### src/hdl/hcb_pkg.sv
// Package for the byte Huffman coder: widths, constants and shared types.
// No dependencies.
package hcb_pkg;
	localparam int AlphabetSize   = 256;
	localparam int MaxMessageLen  = 65536;
	localparam int MaxCodeLen     = 24;
	localparam int SymW           = 8;
	localparam int CntW           = 17;
	localparam int CodeW          = 24;
	localparam int LenW           = 5;
	localparam logic [CntW-1:0] WeightMax = '1;

	typedef struct packed {
		logic            mode;
		logic [SymW-1:0] symbol;
	} cmd_t;

	typedef struct packed {
		logic [CodeW-1:0] code_bits;
		logic [LenW-1:0]  code_length;
	} res_t;
endpackage

### src/hdl/hcb_front.sv
// Front end: accepts input beats and queues them as commands.
// Depends on hcb_pkg.
module hcb_front (
	input  logic          clk,
	input  logic          arst_n,
	input  logic          s_valid,
	output logic          s_ready,
	input  hcb_pkg::cmd_t s_cmd,
	output logic          q_valid,
	input  logic          q_ready,
	output hcb_pkg::cmd_t q_cmd
);
	import hcb_pkg::*;

	cmd_t       mem_q [2];
	logic       wp_q, rp_q;
	logic [1:0] cnt_q;

	assign s_ready = cnt_q != 2'd2;
	assign q_valid = cnt_q != 2'd0;
	assign q_cmd   = mem_q[rp_q];

	always_ff @(posedge clk) begin
		if (s_valid && s_ready) mem_q[wp_q] <= s_cmd;
	end

	always_ff @(posedge clk or negedge arst_n) begin
		if (!arst_n) begin
			wp_q <= 1'b0;
			rp_q <= 1'b0;
			cnt_q <= '0;
		end else begin
			if (s_valid && s_ready) wp_q <= ~wp_q;
			if (q_valid && q_ready) rp_q <= ~rp_q;
			cnt_q <= cnt_q + 2'(s_valid && s_ready) - 2'(q_valid && q_ready);
		end
	end
endmodule

### config.mk
export PLATFORM = sky130hd
export DESIGN_NAME = hcb_front
export DESIGN_NICKNAME = d
export VERILOG_FILES = /design/src/hdl/hcb_pkg.sv /design/src/hdl/hcb_front.sv
export SDC_FILE = /design/constraint.sdc
export NUM_CORES = 1
export LEC_CHECK = 0
export ABC_AREA = 1
export BUFFER_PORTS_ARGS = -buffer_cell sky130_fd_sc_hd__buf_2
export CAP_MARGIN = 20
export CORE_MARGIN = 10
export CORE_UTILIZATION = 49
export DETAILED_ROUTE_END_ITERATION = 8
export GPL_ROUTABILITY_DRIVEN = 0
export GPL_TIMING_DRIVEN = 0
export HOLD_SLACK_MARGIN = 0.12
export PLACE_DENSITY = 0.79
export REMOVE_ABC_BUFFERS = 1
export SYNTH_ARGS = -nofsm -noshare
export SYNTH_HDL_FRONTEND = slang
export SYNTH_SLANG_ARGS = --single-unit
### constraint.sdc
create_clock -name clk -period 1.5 [get_ports clk]
set_input_delay 0.3 -clock clk [delete_from_list [all_inputs] [get_ports clk]]
set_output_delay 0.3 -clock clk [all_outputs]
set_load 0.01 [all_outputs]
Word level (Yosys, flattened, before mapping)
Memory sizes are Yosys's and may differ from the RTL's.
Cells that the tools add are included.
{ "totals": {"regBits": 4, "ram_bits": 18, "input_bits": 13, "output_inout_bits": 11, "elab_cells": 14, "memories": 1} }
{ "memory_table": {"columns": ["memory", "words", "word_bits", "read_ports", "rd_clocked_by_memory_dff", "write_ports", "line_no", "rtl"], "rows": [
  ["mem_q", 2, 9, 1, 0, 1, "hcb_front.sv:15", "cmd_t mem_q [2];"]
]} }
{ "classes": {"n_addsub": 2, "n_eq_ne": 1, "n_mux": 2, "n_bitwise": 2, "n_reduce_logical": 3} }
{ "op_table": {"columns": ["operator", "count"], "rows": [
  ["$add 2x1->2", 1],
  ["$logic_and 1x1->1", 2],
  ["$mux 1", 2],
  ["$ne 2x2->1 const B", 1],
  ["$not 1->1", 2],
  ["$reduce_bool 2->1", 1],
  ["$sub 2x1->2", 1]
]} }

Depth between registers and ports, before layout
{ "depth": {"depth_word": 4, "mapped_depth": 10, "ltp_nobuf": 10} }

Worst setup path after synthesis
Ideal clock, no wire load.
{ "synth_timing": {"kind": "reg-to-reg", "startpoint": "register cnt_q[1]", "endpoint": "memory mem_q[1][0] (netlist bit), enable pin", "setup_time_ns": 0.374, "arrival_time_ns": 0.999, "setup_slack_ns": 0.127, "stages_incl_launch_ff": 4, "n_path_buf": 0, "period_less_slack_ns": 1.373, "path_cell_list": "dfrtp_1 > nand2_2 > nand2_4 > nor2_1"} }
{ "synth_between": {"elab_chain_cells": 4} }
{ "synth_lines": {"columns": ["item", "line_no", "rtl"], "rows": [
  ["start: declaration", "hcb_front.sv:17", "logic [1:0] cnt_q;"],
  ["start signal: assignment", "hcb_front.sv:35", "cnt_q <= cnt_q + 2'(s_valid && s_ready) - 2'(q_valid && q_ready);"],
  ["$ne 2x2->1", "hcb_front.sv:19", "assign s_ready = cnt_q != 2'd2;"],
  ["via s_ready", "hcb_front.sv:7", "output logic s_ready,"],
  ["$logic_and 1x1->1", "hcb_front.sv:24", "if (s_valid && s_ready) mem_q[wp_q] <= s_cmd;"],
  ["$mux 1", "hcb_front.sv:24", null],
  ["$mux 1 (implied by the code)", "hcb_front.sv:24", null],
  ["end: declaration", "hcb_front.sv:15", null]
]} }
The timed path passes the listed nets, and every way through them passes these cells.

==> run metrics <==
status=complete, but fails checks; failing checks=setup timing; final worst-path cycle share=100%; Synth top area share=60.3%; Worst setup EP type=output pin; post-route ant nets=0; Critical Path RT=around 1200 ps; worst slew pin tran=between 400 and 500 ps; crit start category=flop; Synth Flop Type=edfxtp_1; DP Wirelength=around 1.2 mm; Via density=roughly 4.7; worst-case clock buffer depth=2; DRC=0; largest net degree at the start of global routing=13; DR vias=about 620; worst hold path type=in -> reg; global route overflow=0; cts bufs inserted=3; clk sinks=22; synth warn=0; Leak=approximately 0.54 nW; Routed Wire Length=1.74 mm; register area=around 640 sq um; CTS tree=yes; row count=15; total core area=between 1500 and 2000 sq um; Final Cell Area=1140 sq um; Peak VDD IR=about 1200 uV; DRT Pass-1 Iters=4; area grow syn2layout=27.1%; Setup CP Type=reg -> out; Die ar.=around 3900 sq um; asr flop ratio synth=18.2%; Clk Latency, worst-skew pair=a little over 300 ps; Max Cap Viol=0; root buf cell=clkbuf_4; unrepaired setup endpoints after global routing=yes; Iteration-0 DRC Markers=11; Seq/Total Area, Yosys=a little under three quarters; Starting Density=52.0%; Nets=124; Cells after Synth=78; clock slew seen by the registers of the worst setup and hold paths=110 ps; Slew Limit Fails=0; Placed Area=around 1000 sq um; Mean Syn Cell Area=~12 sq um; Fmax=0.665 GHz; Die W=62.8 microns; area of the multi-input gates=approximately 230 sq um; detailed-route wire length per cell=around 13 microns; share of layout cells above drive strength 1=between 40% and 50%; Die H=around 63 microns; final setup fails=1; Crit path arrival time=around 1200 ps; final hold vios=0; relative slew slack=69.3%; Total Routing Usage GR=under 10%; Post-synth EDFFs=18; Power Dens Cells=1880 nW/um^2; H-tree depth=1; crit-path max FO=5; setup ws final=-4.50 ps; synth cell count leaders=nand2_1, edfxtp_1, inv_1; top cells by area, synth=edfxtp_1, nand2_1, dfrtp_1; number of global-route vias before repair=~630; total power draw=about 2.1 mW; antenna cells=0; IO buf count=23; Tmin final=around 1500 ps; Yosys cell types=11; largest area contributor in the netlist=edfxtp_1; Fill cells=~150; first-pass GRT wire length=2.61 mm; Post-Syn Area=roughly 900 sq um; post-synthesis register bit count=22; I/O Pins=24; Final Skew=between 3 and 4 ps; most common cell in the synthesized netlist=nand2_1; antenna violations before repair=0
registers in the layout, indices dropped and copies added, names as in the netlist:
| name | count |
|---|---|
| cnt_q | 2 |
| rp_q | 1 |
| mem_q | 18 |
| wp_q | 1 |
cell type report:
type / count / area share, %
Multi-Input combinational cell: 46 / 20.3
Sequential cell: 22 / 56.3
Clock buffer: 4 / 2.31
Timing Repair Buffer: 27 / 15.1
Tap cell: 25 / 2.74
Inverter: 9 / 3.18
layer usage:
metal / global-route usage, % / wire, microns
met1: 7.84 / 653
met2: 14.7 / 915
met3: 4.30 / 127
met4: 5.87 / 43
met5: 0 / 0
cell families (layout without fill, tap and decap cells):
| group | count (synthesis) | after routing | synth area share [%] |
|---|---|---|---|
| and+or+nand+nor | 44 | 44 | 20.8 |
| DFF | 22 | 22 | 71.4 |
| adders and majority gates | 2 | 2 | 2.79 |
| buffers and inverters | 10 | 40 | 5.02 |
report_power, final:
part / switching [mW] / total, mW / internal (mW)
Clock: 0.174 / 0.278 / 0.104
Sequential: 0.0968 / 0.948 / 0.851
Combinational: 0.528 / 0.918 / 0.390
Total: 0.799 / 2.14 / 1.35
repair_timing:
| item | 4_1_cts | 5_1_grt |
|---|---|---|
| setup endpoints to repair | 18 | 10 |
| resized for setup | 3 | 9 |
| setup buffers | 2 | 1 |
| endpoints found under the hold margin | 4 | 0 |
| cloned | 0 | 0 |
| hold buffers | 1 | 0 |
| pin swaps | 0 | 1 |
critical path, stage by stage, from the launching register on:
cell and delay [ps]:
dfrtp_2 490, buf_12 160, nand2_1 50, nand2_1 60, buf_2 140
worst paths after layout:
| path | startpoint | end | slack, ps | cells after the start |
|---|---|---|---|---|
| worst min-delay path | s_cmd[1] | mem_q[0][1] | 170 | 1 |
| max in group asynchronous | arst_n | rp_q | 1070 | 2 |
| min in group asynchronous | arst_n | rp_q | 310 | 2 |
| worst min register to register | wp_q | wp_q | 500 | 2 |
| worst max-delay path | rp_q | q_cmd[4] | -5 | 4 |
| worst max register to register | cnt_q[1] | cnt_q[1] | 80 | 10 |
through the flow:
step           utilization, %  cells  setup TNS, ps  hold slack [ps]  setup WS (ps)
3_5_place_dp             59.8    125           -403              112          -45.0
6_report                 66.0    133          -4.50              168          -4.50
4_1_cts                  63.8    132              0              168           4.45
3_3_place_gp             59.8    125           -318              111          -35.5
5_1_grt                  66.0    133           -463              159          -65.3
2_1_floorplan               -     77              0             4.41            127
layout by cell type, fill, tap and decap left out, types with 2 or more instances in the layout:
master and instances:
clkbuf_4 3, buf_6 2, ha_1 2, nand2_4 2
nand2_2 8, nand2_1 30, dfrtp_1 3, buf_4 2
nand3_1 3, inv_2 2, edfxtp_1 18, buf_2 21
inv_1 6
(Power assumes the default switching activity.)
